[config.mk]
export PLATFORM = sky130hd
export DESIGN_NAME = line_sensor_position_estimator_unit
export DESIGN_NICKNAME = d
export VERILOG_FILES = /design/src/rtl/lspe_pkg.sv /design/src/rtl/lspe_lane.sv /design/src/rtl/lspe_merge.sv /design/src/rtl/line_sensor_position_estimator_unit.sv
export SDC_FILE = /design/constraint.sdc
export NUM_CORES = 2
export LEC_CHECK = 0
export BUFFER_PORTS_ARGS = -buffer_cell sky130_fd_sc_hd__buf_2
export CAP_MARGIN = 20
export CORE_UTILIZATION = 40
export CTS_CLUSTER_DIAMETER = 60
export DETAILED_ROUTE_END_ITERATION = 12
export PLACE_DENSITY_LB_ADDON = 0.2
export SLEW_MARGIN = 20
export SYNTH_ARGS = -nofsm -noshare
export SYNTH_HDL_FRONTEND = slang
export SYNTH_SLANG_ARGS = --single-unit
[constraint.sdc]
create_clock -name clock -period 40.2 [get_ports clock]
set_input_delay 4.02 -clock clock [delete_from_list [all_inputs] [get_ports clock]]
set_output_delay 4.02 -clock clock [all_outputs]
set_load 0.01 [all_outputs]
[src/rtl/lspe_pkg.sv]
// Shared types and constants for the line sensor position estimator.
// No dependencies; used by every module of the block.
package lspe_pkg;

   localparam int PULSE_W   = 18;   // width of one channel on the request bus
   localparam int MAX_CH    = 8;    // channels carried by one request beat
   localparam int LVL_W     = 11;   // normalized level 0..1024
   localparam int FRAC_BITS = 10;   // quotient bits of the level divide
   localparam int POS_W     = 13;   // position 0..7168
   localparam int CSR_W     = 11;

   localparam logic [LVL_W-1:0] FULL_SCALE = 11'd1024;

   localparam logic [1:0] STAT_MEASURED  = 2'd0;
   localparam logic [1:0] STAT_NOT_CAL   = 2'd1;
   localparam logic [1:0] STAT_CAL_TAKEN = 2'd2;
   localparam logic [1:0] STAT_CAL_DONE  = 2'd3;

   localparam logic CSR_ON_LINE = 1'b0;
   localparam logic CSR_NOISE   = 1'b1;

   typedef struct packed {
      logic load_first;
      logic load_val;
      logic cal_update;
      logic cal_first;
      logic cal_finish;
      logic div_start;
      logic div_step;
   } lane_ctl_type;

endpackage

[src/rtl/lspe_lane.sv]
// One sensor channel: pair minimum, calibration tracking and a bit-serial
// normalizing divide. Depends on lspe_pkg.
module lspe_lane #(
   parameter int PULSE_BITS = 18
) (
   input  logic                          clock,
   input  logic                          reset,
   input  lspe_pkg::lane_ctl_type        ctl,
   input  logic [PULSE_BITS-1:0]         pulse,
   output logic [lspe_pkg::LVL_W-1:0]    level
);

   logic [PULSE_BITS-1:0] first_ff, val_ff, smin_ff, smax_ff, lo_ff, hi_ff;
   logic [PULSE_BITS-1:0] dvs_ff, rem_ff;
   logic [lspe_pkg::FRAC_BITS-1:0] quot_ff;
   logic                           sat_ff;
   logic [lspe_pkg::LVL_W-1:0]     sat_lvl_ff;

   logic [PULSE_BITS-1:0] val_in, min_in, max_in;
   logic [PULSE_BITS:0]   r2;
   logic                  ge;

   always_comb begin
      val_in = (first_ff < pulse) ? first_ff : pulse;
      min_in = (ctl.cal_first || val_ff < smin_ff) ? val_ff : smin_ff;
      max_in = (ctl.cal_first || val_ff > smax_ff) ? val_ff : smax_ff;
      r2     = {rem_ff, 1'b0};
      ge     = r2 >= {1'b0, dvs_ff};
      level  = sat_ff ? sat_lvl_ff : {1'b0, quot_ff};
   end

   always_ff @(posedge clock) begin
      if (ctl.load_first) first_ff <= pulse;
      if (ctl.load_val) val_ff <= val_in;
      if (ctl.cal_update) begin
         smin_ff <= min_in;
         smax_ff <= max_in;
      end
      if (ctl.div_start) begin
         // out-of-range and inverted calibration saturate without dividing
         if (val_ff <= lo_ff) begin
            sat_ff     <= 1'b1;
            sat_lvl_ff <= '0;
         end else if (val_ff >= hi_ff) begin
            sat_ff     <= 1'b1;
            sat_lvl_ff <= lspe_pkg::FULL_SCALE;
         end else begin
            sat_ff <= 1'b0;
         end
         rem_ff  <= val_ff - lo_ff;
         dvs_ff  <= hi_ff - lo_ff;
         quot_ff <= '0;
      end else if (ctl.div_step) begin
         rem_ff  <= ge ? PULSE_BITS'(r2 - {1'b0, dvs_ff}) : r2[PULSE_BITS-1:0];
         quot_ff <= {quot_ff[lspe_pkg::FRAC_BITS-2:0], ge};
      end
   end

   always_ff @(posedge clock) begin
      if (reset) begin
         lo_ff <= '1;
         hi_ff <= '0;
      end else if (ctl.cal_update && ctl.cal_finish) begin
         if (min_in > hi_ff) hi_ff <= min_in;
         if (max_in < lo_ff) lo_ff <= max_in;
      end
   end

endmodule

[src/rtl/lspe_merge.sv]
// Merges lane levels: threshold tests, weighted sums and a bit-serial
// divide for the position. Depends on lspe_pkg.
module lspe_merge #(
   parameter int CHANNELS = 8
) (
   input  logic                                       clock,
   input  logic [CHANNELS-1:0][lspe_pkg::LVL_W-1:0]   levels,
   input  logic [lspe_pkg::CSR_W-1:0]                 on_thr,
   input  logic [lspe_pkg::CSR_W-1:0]                 noise_thr,
   input  logic                                       load,
   input  logic                                       step,
   output logic                                       online,
   output logic                                       lost,
   output logic [lspe_pkg::POS_W-1:0]                 quot
);

   localparam int SW = $clog2(CHANNELS * 1024 + 1);
   localparam int PW = lspe_pkg::POS_W;
   localparam int WW = SW + PW;

   logic          online_c;
   logic [SW-1:0] sum_c;
   logic [WW-1:0] wsum_c;
   logic [SW:0]   r2;
   logic          ge;

   logic          online_ff, lost_ff;
   logic [SW-1:0] rem_ff, dvs_ff;
   logic [PW-1:0] dvd_ff, quot_ff;

   always_comb begin
      online_c = 1'b0;
      sum_c    = '0;
      wsum_c   = '0;
      for (int i = 0; i < CHANNELS; i++) begin
         if (levels[i] > on_thr) online_c = 1'b1;
         if (levels[i] > noise_thr) begin
            sum_c  = sum_c + SW'(levels[i]);
            wsum_c = wsum_c + ((WW'(i) * WW'(levels[i])) << lspe_pkg::FRAC_BITS);
         end
      end
      r2 = {rem_ff, dvd_ff[PW-1]};
      ge = r2 >= {1'b0, dvs_ff};
   end

   always_ff @(posedge clock) begin
      if (load) begin
         // quotient stays below 2**PW, so the top bits already sit below the divisor
         online_ff <= online_c;
         lost_ff   <= !online_c || (sum_c == '0);
         rem_ff    <= wsum_c[WW-1:PW];
         dvd_ff    <= wsum_c[PW-1:0];
         dvs_ff    <= sum_c;
         quot_ff   <= '0;
      end else if (step) begin
         rem_ff  <= ge ? SW'(r2 - {1'b0, dvs_ff}) : r2[SW-1:0];
         dvd_ff  <= {dvd_ff[PW-2:0], 1'b0};
         quot_ff <= {quot_ff[PW-2:0], ge};
      end
   end

   assign online = online_ff;
   assign lost   = lost_ff;
   assign quot   = quot_ff;

endmodule

[src/rtl/line_sensor_position_estimator_unit.sv]
// Top level of the line sensor position estimator: sequencer, config
// registers and result register. Depends on lspe_pkg, lspe_lane, lspe_merge.
//
//  channel | direction | handshake            | payload
//  req     | in        | req_tvalid/tready    | tdata 8 x 18b pulses, tuser op
//  rsp     | out       | rsp_tvalid/tready    | tdata position, on_line; tuser status
//  csr     | in        | csr_we               | csr_index, csr_wdata
//
// A first read of a pair is only latched, a measure pair before calibration goes
// straight to the result, and a calibration pair passes through the calibration
// update. A measure pair steps through accept, divide start, the per-lane level
// divide, the merge state, the position divide, a state that takes the quotient
// and one that hands it to the result register; a lost line skips the position
// divide. One item is in flight at a time; the result register lets the next
// item enter while a result waits. A stalled rsp holds the sequencer in its
// last state. Reset clears control and calibration state.
module line_sensor_position_estimator_unit #(
   parameter int CHANNELS    = 8,
   parameter int CAL_SAMPLES = 10,
   parameter int PULSE_BITS  = 18
) (
   input  logic         clock,
   input  logic         reset,
   input  logic         req_tvalid,
   output logic         req_tready,
   input  logic [143:0] req_tdata,   // pulse_ch0 [17:0] .. pulse_ch7 [143:126]
   input  logic         req_tuser,   // op
   output logic         rsp_tvalid,
   input  logic         rsp_tready,
   output logic [15:0]  rsp_tdata,   // position [12:0], on_line [13], zero fill
   output logic [1:0]   rsp_tuser,   // status
   input  logic         csr_we,
   input  logic         csr_index,
   input  logic [10:0]  csr_wdata
);

   localparam int PW = lspe_pkg::POS_W;
   localparam logic [PW-1:0] EDGE_HI = PW'((CHANNELS - 1) * 1024);
   localparam logic [PW-1:0] EDGE_MID = PW'((CHANNELS - 1) * 512);

   localparam logic [2:0] S_IDLE  = 3'd0;
   localparam logic [2:0] S_CAL   = 3'd1;
   localparam logic [2:0] S_START = 3'd2;
   localparam logic [2:0] S_NORM  = 3'd3;
   localparam logic [2:0] S_MERGE = 3'd4;
   localparam logic [2:0] S_POS   = 3'd5;
   localparam logic [2:0] S_FIN   = 3'd6;
   localparam logic [2:0] S_DONE  = 3'd7;

   logic [2:0]  state_ff, state_in;
   logic [3:0]  step_ff, step_in;
   logic [3:0]  count_ff, count_in;
   logic        pend_ff, pend_in;
   logic        cal_ff, cal_in;
   logic [PW-1:0] last_ff, last_in;
   logic        online_ff, online_in;
   logic [1:0]  status_ff, status_in;
   logic [10:0] on_thr_ff, noise_thr_ff;
   logic        rvalid_ff, rvalid_in;
   logic [PW-1:0] rpos_ff;
   logic        ronline_ff;
   logic [1:0]  rstatus_ff;

   logic                    accept, deliver;
   logic [4:0]              count_next;
   lspe_pkg::lane_ctl_type  ctl;
   logic [CHANNELS-1:0][lspe_pkg::LVL_W-1:0] levels;
   logic                    m_load, m_step, m_online, m_lost;
   logic [PW-1:0]           m_quot;

   assign accept     = req_tvalid && req_tready;
   assign req_tready = (state_ff == S_IDLE);
   assign deliver    = (state_ff == S_DONE) && (!rvalid_ff || rsp_tready);
   assign count_next = {1'b0, count_ff} + 5'd1;

   for (genvar g = 0; g < CHANNELS; g++) begin : g_lane
      lspe_lane #(.PULSE_BITS(PULSE_BITS)) u_lane (
         .clock (clock),
         .reset (reset),
         .ctl   (ctl),
         .pulse (PULSE_BITS'(req_tdata[g*lspe_pkg::PULSE_W +: lspe_pkg::PULSE_W])),
         .level (levels[g])
      );
   end

   lspe_merge #(.CHANNELS(CHANNELS)) u_merge (
      .clock     (clock),
      .levels    (levels),
      .on_thr    (on_thr_ff),
      .noise_thr (noise_thr_ff),
      .load      (m_load),
      .step      (m_step),
      .online    (m_online),
      .lost      (m_lost),
      .quot      (m_quot)
   );

   always_comb begin
      state_in  = state_ff;
      step_in   = step_ff;
      count_in  = count_ff;
      pend_in   = pend_ff;
      cal_in    = cal_ff;
      last_in   = last_ff;
      online_in = online_ff;
      status_in = status_ff;
      ctl       = '0;
      m_load    = 1'b0;
      m_step    = 1'b0;
      ctl.cal_first  = (count_ff == 4'd0);
      ctl.cal_finish = (count_next >= 5'(CAL_SAMPLES));
      case (state_ff)
         S_IDLE: begin
            if (accept) begin
               if (!pend_ff) begin
                  ctl.load_first = 1'b1;
                  pend_in        = 1'b1;
               end else begin
                  ctl.load_val = 1'b1;
                  pend_in      = 1'b0;
                  online_in    = 1'b0;
                  if (req_tuser) begin
                     state_in = S_CAL;
                  end else if (!cal_ff) begin
                     status_in = lspe_pkg::STAT_NOT_CAL;
                     state_in  = S_DONE;
                  end else begin
                     state_in = S_START;
                  end
               end
            end
         end
         S_CAL: begin
            ctl.cal_update = 1'b1;
            if (ctl.cal_finish) begin
               count_in  = 4'd0;
               cal_in    = 1'b1;
               status_in = lspe_pkg::STAT_CAL_DONE;
            end else begin
               count_in  = count_next[3:0];
               status_in = lspe_pkg::STAT_CAL_TAKEN;
            end
            state_in = S_DONE;
         end
         S_START: begin
            ctl.div_start = 1'b1;
            step_in       = 4'd0;
            state_in      = S_NORM;
         end
         S_NORM: begin
            ctl.div_step = 1'b1;
            step_in      = step_ff + 4'd1;
            if (step_ff == 4'(lspe_pkg::FRAC_BITS - 1)) state_in = S_MERGE;
         end
         S_MERGE: begin
            m_load   = 1'b1;
            step_in  = 4'd0;
            state_in = S_POS;
         end
         S_POS: begin
            online_in = m_online;
            status_in = lspe_pkg::STAT_MEASURED;
            if (m_lost) begin
               // park at the nearer edge
               last_in  = (last_ff < EDGE_MID) ? '0 : EDGE_HI;
               state_in = S_DONE;
            end else begin
               m_step  = 1'b1;
               step_in = step_ff + 4'd1;
               if (step_ff == 4'(PW - 1)) state_in = S_FIN;
            end
         end
         S_FIN: begin
            last_in  = m_quot;
            state_in = S_DONE;
         end
         S_DONE: begin
            if (deliver) state_in = S_IDLE;
         end
         default: state_in = S_IDLE;
      endcase
   end

   always_comb begin
      rvalid_in = rvalid_ff;
      if (rvalid_ff && rsp_tready) rvalid_in = 1'b0;
      if (deliver) rvalid_in = 1'b1;
   end

   always_ff @(posedge clock) begin
      if (reset) begin
         state_ff     <= S_IDLE;
         step_ff      <= '0;
         count_ff     <= '0;
         pend_ff      <= 1'b0;
         cal_ff       <= 1'b0;
         last_ff      <= '0;
         online_ff    <= 1'b0;
         status_ff    <= lspe_pkg::STAT_MEASURED;
         rvalid_ff    <= 1'b0;
         on_thr_ff    <= 11'd900;
         noise_thr_ff <= 11'd500;
      end else begin
         state_ff  <= state_in;
         step_ff   <= step_in;
         count_ff  <= count_in;
         pend_ff   <= pend_in;
         cal_ff    <= cal_in;
         last_ff   <= last_in;
         online_ff <= online_in;
         status_ff <= status_in;
         rvalid_ff <= rvalid_in;
         if (csr_we) begin
            case (csr_index)
               lspe_pkg::CSR_ON_LINE: on_thr_ff    <= csr_wdata;
               lspe_pkg::CSR_NOISE:   noise_thr_ff <= csr_wdata;
               default: ;
            endcase
         end
      end
   end

   always_ff @(posedge clock) begin
      if (deliver) begin
         rpos_ff    <= last_ff;
         ronline_ff <= online_ff;
         rstatus_ff <= status_ff;
      end
   end

   assign rsp_tvalid = rvalid_ff;
   assign rsp_tdata  = {2'b00, ronline_ff, rpos_ff};
   assign rsp_tuser  = rstatus_ff;

   a_online_only_measured: assert property (@(posedge clock) disable iff (reset)
      rsp_tvalid && rsp_tuser != lspe_pkg::STAT_MEASURED |-> !rsp_tdata[13])
      else $error("on_line set on a result that is not a measurement");

   a_position_range: assert property (@(posedge clock) disable iff (reset)
      rsp_tvalid |-> rsp_tdata[PW-1:0] <= EDGE_HI)
      else $error("position beyond the last sensor");

   a_cal_done_sets_flag: assert property (@(posedge clock) disable iff (reset)
      rsp_tvalid && rsp_tuser == lspe_pkg::STAT_CAL_DONE |-> cal_ff)
      else $error("calibration finished without the calibrated flag");

   a_pair_closed: assert property (@(posedge clock) disable iff (reset)
      state_ff != S_IDLE |-> !pend_ff)
      else $error("pair still open while a pair is being processed");

endmodule

* Yosys cells after proc, flatten, opt, wreduce, memory -nomap -nowiden *
Index checks and enable logic that the tools add are counted.
Widths: inputs -> output; s select.

cells by class
  equality and inequality tests = 18
  multiplexer cells = 136
  reduce and logical (&&, ||, !) cells = 77
  multipliers = 4
  bitwise operators = 1
  order comparisons = 83
  add/subtract/negate cells = 40

operators by type and width
  cell                   count
  $mux 18                48
  $lt 18x18->1           24
  $sub 18x18->18         24
  $gt 18x18->1           16
  $mux 11                17
  $gt 11x11->1           16
  $mux 27                6
  $ge 19x18->1           8
  $ge 18x18->1           8
  $le 18x18->1           8
  $mux 14                10
  $add 14x11->14         6
  $add 27x24->27         3
  $reduce_and 2->1       30
  $add 27x23->27         2
  $mux 13                4
  $mux 1                 29
  $mul 3x11->14 const A  2
  $mul 2x11->13 const A  2
  $pmux 13 s2            1
  $reduce_bool 2->1      13
  $mux 3                 8
  $add 21x22->23         1
  $mux 21                1
  31 further kinds       72

storage, ports and cells
  register bits after elaboration = 1372
  input bits = 162
  output and inout bits = 20
  word-level logic and storage cells = 467

* Logic depth before layout (Yosys ltp) *
  word-level depth = 19
  depth in mapped cells = 64
  mapped depth without buffers = 64

* By module *
From an unflattened synthesis, not the netlist that was laid out.

second synthesis, totals
  cell total of the unflattened synthesis = 11574
  area total of the unflattened synthesis = 109815.3 µm²

modules (own cells, without submodules)
  module                               seq. area each (µm²)  area an instance (µm²)  cells an instance  instances
  lspe_lane (g_lane[0].u_lane ...)     4224.1                11099.4                 1112               4
  lspe_lane (g_lane[2].u_lane ...)     4224.1                11189.5                 1111               3
  lspe_merge                           1251.2                17147.7                 2192               1
  lspe_lane (g_lane[5].u_lane)         4224.1                11956.5                 1308               1
  line_sensor_position_estimator_unit  1521.5                2745.1                  293                1

* Worst setup path after synthesis *
Ideal clock, no wire load.

  path kind = register to register
  start = reg state_ff[1]
  end = reg g_lane[4].u_lane.lo_ff[10]
  path slack = 27361 ps
  cell stages (with the launch flop) = 12
  path buffers = 3
  required time = 40142 ps
  library setup time = 58 ps
  clock period less this slack = 12839 ps
  data arrival time = 12780 ps
  cells stage by stage = dfxtp_1 inv_1 ha_1 clkbuf_1 nor2b_1 clkbuf_1 nand2_1 a2111oi_0 nor2_1 a21oi_1 clkbuf_1 o22a_1

on the way
  word-level cells in the longest chain between the ends = 4

ends and longest elaborated chain
  what                               line                                        text
  from (decl)                        line_sensor_position_estimator_unit.sv:50   logic [2:0] state_ff, state_in;
  from (signal assigned)             line_sensor_position_estimator_unit.sv:204  state_ff <= state_in;
  $eq 3x1->1                         line_sensor_position_estimator_unit.sv:112  case (state_ff)
  $mux 1                             line_sensor_position_estimator_unit.sv:112
  $logic_and 1x1->1                  lspe_lane.sv:63                             end else if (ctl.cal_update && ctl.cal_finish) begin
  $reduce_and 2->1 (no source line)  -
  to (signal assigned)               lspe_lane.sv:65                             if (max_in < lo_ff) lo_ff <= max_in;
  to (decl)                          lspe_lane.sv:13                             logic [PULSE_BITS-1:0] first_ff, val_ff, smin_ff, smax_ff, lo_ff, hi_ff;

Every way passes these cells.
A chain may end at the register's enable or synchronous reset.

* Final worst setup path *
  start = reg g_lane[0].u_lane.sat_ff
  end = reg u_merge.lost_ff (netlist: u_merge.lost) (data pin)

on the way
  word-level cells in the longest chain between the ends = 19
  elaborated cells on any way between the ends = 29
  those cells by class = 7 x add/sub; 2 x order compare; 17 x mux; 3 x reduce/logical

ends and longest elaborated chain
  what                         line              text
  from (decl)                  lspe_lane.sv:16   logic sat_ff;
  from (signal assigned)       lspe_lane.sv:42   sat_ff <= 1'b1;
  from (signal assigned)       lspe_lane.sv:45   sat_ff <= 1'b1;
  from (signal assigned)       lspe_lane.sv:48   sat_ff <= 1'b0;
  $mux 11 *                    lspe_lane.sv:29   level = sat_ff ? sat_lvl_ff : {1'b0, quot_ff};
  $gt 11x11->1                 lspe_merge.sv:37  if (levels[i] > noise_thr) begin
  $mux 11 *                    lspe_merge.sv:37
  $add 11x11->12               lspe_merge.sv:38  sum_c = sum_c + SW'(levels[i]);
  $mux 14 *                    lspe_merge.sv:37
  $add 14x11->14               lspe_merge.sv:38
  $mux 14 *                    lspe_merge.sv:37
  $add 14x11->14               lspe_merge.sv:38
  [4 not listed]               -
  $mux 14 *                    lspe_merge.sv:37
  $add 14x11->14               lspe_merge.sv:38
  $mux 14 *                    lspe_merge.sv:37
  $add 14x11->14               lspe_merge.sv:38
  $mux 14 *                    lspe_merge.sv:37
  named net u_merge.sum_c[13]  lspe_merge.sv:22  logic [SW-1:0] sum_c;
  $logic_not 14->1 *           lspe_merge.sv:50  lost_ff <= !online_c || (sum_c == '0);
  $logic_or 1x1->1 *           lspe_merge.sv:50
  to (signal assigned)         lspe_merge.sv:50
  to (decl)                    lspe_merge.sv:27  logic online_ff, lost_ff;

Mark *: on every way through the listed nets, which the timed path passes. The rest lies on a longest branch.

==> impl_table.tex <==
\begin{tabular}{lr}
\hline
Metric & Value \\
\hline
\multicolumn{2}{l}{\textbf{Setup path}} \\
\quad Nature of the critical path startpoint & register \\
\quad Element type at the critical path end & register \\
\quad Highest cell delay on the worst timing path & 0.63 ns \\
\quad Standard cell with the maximum stage delay on the critical path & sky130\_fd\_sc\_hd\_\_edfxtp\_1 \\
\quad CP max FO & 14 \\
\quad Required time of the critical path & around 40 ns \\
\quad Data arrival, critical path & around 13 ns \\
\quad Most used cell along the critical path & sky130\_fd\_sc\_hd\_\_ha\_1 \\
\quad Worst Path Class, Setup & reg2reg \\
\multicolumn{2}{l}{\textbf{Power and ir drop}} \\
\quad Ratio of total power to cell area & about 57 nW/um\^{}2 \\
\quad Worst IR Drop VDD & between 40 and 50 uV \\
\quad Static leakage & between 0.05 and 0.06 uW \\
\quad Overall power & 6800 uW \\
\multicolumn{2}{l}{\textbf{Logic synthesis}} \\
\quad Cell type with the largest total area after synthesis & sky130\_fd\_sc\_hd\_\_edfxtp\_1 \\
\quad Dominant cells by area after synthesis & sky130\_fd\_sc\_hd\_\_edfxtp\_1 (26\%), sky130\_fd\_sc\_hd\_\_ha\_1 (19\%), sky130\_fd\_sc\_hd\_\_dfxtp\_1 (8.1\%), sky130\_fd\_sc\_hd\_\_inv\_1 (4.6\%), sky130\_fd\_sc\_hd\_\_mux2\_2 (4.1\%) \\
\quad Most frequently used cell type in the post-synthesis netlist & sky130\_fd\_sc\_hd\_\_ha\_1 \\
\quad Share of the synthesized area in the top cell type & between 20\% and 30\% \\
\quad Cell types with the highest counts after synthesis & sky130\_fd\_sc\_hd\_\_ha\_1 (1,659), sky130\_fd\_sc\_hd\_\_inv\_1 (1,297), sky130\_fd\_sc\_hd\_\_edfxtp\_1 (929), sky130\_fd\_sc\_hd\_\_nor2\_1 (704), sky130\_fd\_sc\_hd\_\_nand2\_1 (675) \\
\quad Flops \& latches, synth & about 1,400 \\
\quad Main synth FF type & sky130\_fd\_sc\_hd\_\_edfxtp\_1 \\
\quad Count of mapped cells out of synthesis & $\sim$11,000 \\
\quad Share of async-settable or async-resettable flops after synthesis & 0\% \\
\quad Register area share after synthesis & 34.2\% \\
\quad Number of enable flip-flop cells after synthesis & roughly 930 \\
\quad Post-Syn Area & between 100,000 and 150,000 um\^{}2 \\
\quad Number of warnings reported in the yosys synthesis log & 0 \\
\quad Mean Syn Cell Area & roughly 9.6 um\^{}2 \\
\quad Post-synthesis cell type count & 96 \\
\multicolumn{2}{l}{\textbf{Placement}} \\
\quad Buffers added on ports & around 180 \\
\quad Placed standard-cell area & approximately 110,000 um\^{}2 \\
\quad HPWL after DPL & roughly 230,000 um \\
\quad Final RePlAce weighted congestion & $\sim$0.9 \\
\multicolumn{2}{l}{\textbf{Worst hold path}} \\
\quad Worst Hold Class & reg2reg \\
\multicolumn{2}{l}{\textbf{Outcome}} \\
\quad Failing checks & DRC \\
\quad Status & finished with violations \\
\multicolumn{2}{l}{\textbf{CTS}} \\
\quad \# H-tree levels & 4 \\
\quad Post-cts sizing count & 0 \\
\quad \# Post-CTS Setup Buffers & 0 \\
\quad CTS Root Buffer Type & sky130\_fd\_sc\_hd\_\_clkbuf\_16 \\
\quad Clock tree from TritonCTS & built \\
\quad Clk\_lat worst skew & approximately 0.88 ns \\
\quad Longest Clk Path Bufs & 4 \\
\quad CTS buffer count & between 150 and 200 \\
\quad Post-CTS clock slew at the launch and capture registers of the worst setup and hold paths & about 0.06 ns \\
\quad Clk sink count & about 1,400 \\
\quad Post-CTS Hold Fix Bufs & 0 \\
\multicolumn{2}{l}{\textbf{Routing}} \\
\quad First-pass iteration count of the detailed router & 12 \\
\quad Post-detailed-routing wire length & about 300,000 um \\
\quad Detailed Route Iter0 Violations & 5,097 \\
\quad Residual DRC count & 12 \\
\quad Detail Route Antenna Nets & 0 \\
\quad Total vias in the final route & about 83,000 \\
\quad Per-cell routed wire length & a little under 20 um \\
\quad DR vias/cell & between 5 and 6 \\
\multicolumn{2}{l}{\textbf{Cells and area}} \\
\quad NumNets Final & approximately 13,000 \\
\quad Post-layout instance area & 119,000 um\^{}2 \\
\quad Share of post-route cells with drive strength above 1 & around 9.7\% \\
\quad Final core occ & between 40 and 50\% \\
\quad Layout Area Growth over Synthesis & 11.2\% \\
\multicolumn{2}{l}{\textbf{Die}} \\
\quad Number of top-level pins & 182 \\
\quad Number of rows in the core area & 189 \\
\quad Std-Cell Core Area & about 270,000 um\^{}2 \\
\quad Initial core utilization & between 40\% and 50\% \\
\quad Vert. Die Dim & about 520 um \\
\quad Horizontal extent of the die & between 500 and 600 um \\
\quad Die area & between 200,000 and 300,000 um\^{}2 \\
\multicolumn{2}{l}{\textbf{Timing}} \\
\quad Final count of pins violating max slew & 0 \\
\quad Worst clock skew on the final layout & around 0.087 ns \\
\quad Shortest period the worst path allows & roughly 13 ns \\
\quad Hold slack & around 0.43 ns \\
\quad Ratio of final minimum period to clock period & 31.9\% \\
\quad Fmax & 0.0779 GHz \\
\quad Sum of negative setup slack & 0 ns \\
\quad \# setup viols final & 0 \\
\quad Transition at the pin with the smallest max-transition slack & approximately 1.1 ns \\
\quad Unrepaired setup endpoints after global routing & false \\
\quad Tightest slew margin relative to the limit & between 20\% and 30\% \\
\quad Hold Fails Final Rpt & 0 \\
\multicolumn{2}{l}{\textbf{Global route}} \\
\quad Number of global-route vias before repair & between 80,000 and 90,000 \\
\quad Leftover overflow at the end of global routing & 0 \\
\quad Total routing resource utilization after global routing & between 20\% and 30\% \\
\quad Wire length of the first global-routing pass & about 470,000 um \\
\quad Initial antenna violation count & 18 \\
\quad Pin count of the biggest net entering global routing & between 100 and 150 \\
\multicolumn{2}{l}{\textbf{Run}} \\
\quad Reported max-cap violation count & 0 \\
\hline
\end{tabular}
## metrics by stage
step,setup slack [ns],instances
final,27.36,15100
after global routing,26.33,15100
after CTS,27.33,15100
after detailed placement,27.42,14800
after global placement,27.44,14800
after floorplan,27.36,11200
## cell families after synthesis
| group | count (synthesis) | share of synthesized area, % |
|---|---|---|
| AO/OA/AOI/OAI | 2856 | 17.9 |
| XOR/XNOR | 384 | 3.15 |
| adder cells (fa/ha/maj) | 1710 | 20.4 |
| buffers and inverters | 1573 | 5.55 |
| flip-flops | 1362 | 34.2 |
| multiplexers | 698 | 7.04 |
| other | 1 | 0.00351 |
| AND/OR/NAND/NOR | 2586 | 11.7 |
## power by group
group / switching, uW / total, uW / leakage (uW) / internal [uW]
clock network: 656 / 1700 / 0.00306 / 1050
registers: 181 / 2180 / 0.0121 / 2000
logic: 1730 / 2920 / 0.0396 / 1190
## final cells by class
type	instances	area, um^2
antenna	10	25.0
fill	25300	147000
tap	3533	4420
multi-input combinational	8237	64600
clock inverter	81	982
sequential	1362	36600
clock buffer	256	5310
timing repair buffer	320	1990
inverter	1299	4890
## sequential cells by signal, summed over array words and instances (netlist names), 14 cells and up
register and cells:
g_lane.u_lane.lo_ff 144, u_merge.dvs_ff 14, u_merge.rem_ff 14, g_lane.u_lane.dvs_ff 144, g_lane.u_lane.hi_ff 144, g_lane.u_lane.smax_ff 144, g_lane.u_lane.smin_ff 144, g_lane.u_lane.quot_ff 80
g_lane.u_lane.rem_ff 144, g_lane.u_lane.val_ff 144, g_lane.u_lane.first_ff 144
## cells in the final DEF (no fill, tap or decap), types with 251 or more instances in the layout
cell and instances:
sky130_fd_sc_hd__nand2_1 674, sky130_fd_sc_hd__mux2_2 391, sky130_fd_sc_hd__dfxtp_1 433, sky130_fd_sc_hd__inv_1 1296, sky130_fd_sc_hd__o21a_1 251, sky130_fd_sc_hd__nor2_1 700, sky130_fd_sc_hd__a21o_1 422, sky130_fd_sc_hd__ha_1 1658
sky130_fd_sc_hd__xnor2_1 274, sky130_fd_sc_hd__mux2i_1 288, sky130_fd_sc_hd__a21oi_1 611, sky130_fd_sc_hd__edfxtp_1 929, sky130_fd_sc_hd__o21ai_0 545
## routing by layer
metal,GRT usage [%],up-vias,share of wire (%),wire (um)
met1,29.8,39800,48,143000
met5,0,-,0.015,46
met2,35.9,1503,45,134000
li1,-,41200,-,-
met3,1.99,464,3.5,10300
met4,6.46,8,3.1,9230
## final timing paths
path | from | endpoint | slack [ns] | cells after the start
worst min register to register | last_ff[1] | rpos_ff[1] | 0.43 | 0
worst max register to register | g_lane[0].u_lane.sat_ff | u_merge.lost | 27.36 | 55
worst min-delay path | last_ff[1] | rpos_ff[1] | 0.43 | 0
worst max-delay path | g_lane[0].u_lane.sat_ff | u_merge.lost | 27.36 | 55
## worst max-delay path: cells and delay by family (launching register included)
family	cells	cell delay (ns)
simple gates	18	4.06
compound gates	22	4.36
buf+inv	1	0.08
fa+ha+maj	9	2.58
xor+xnor	4	0.64
flops	1	0.63
mux	1	0.27
Power figures use the tool's default switching activity.
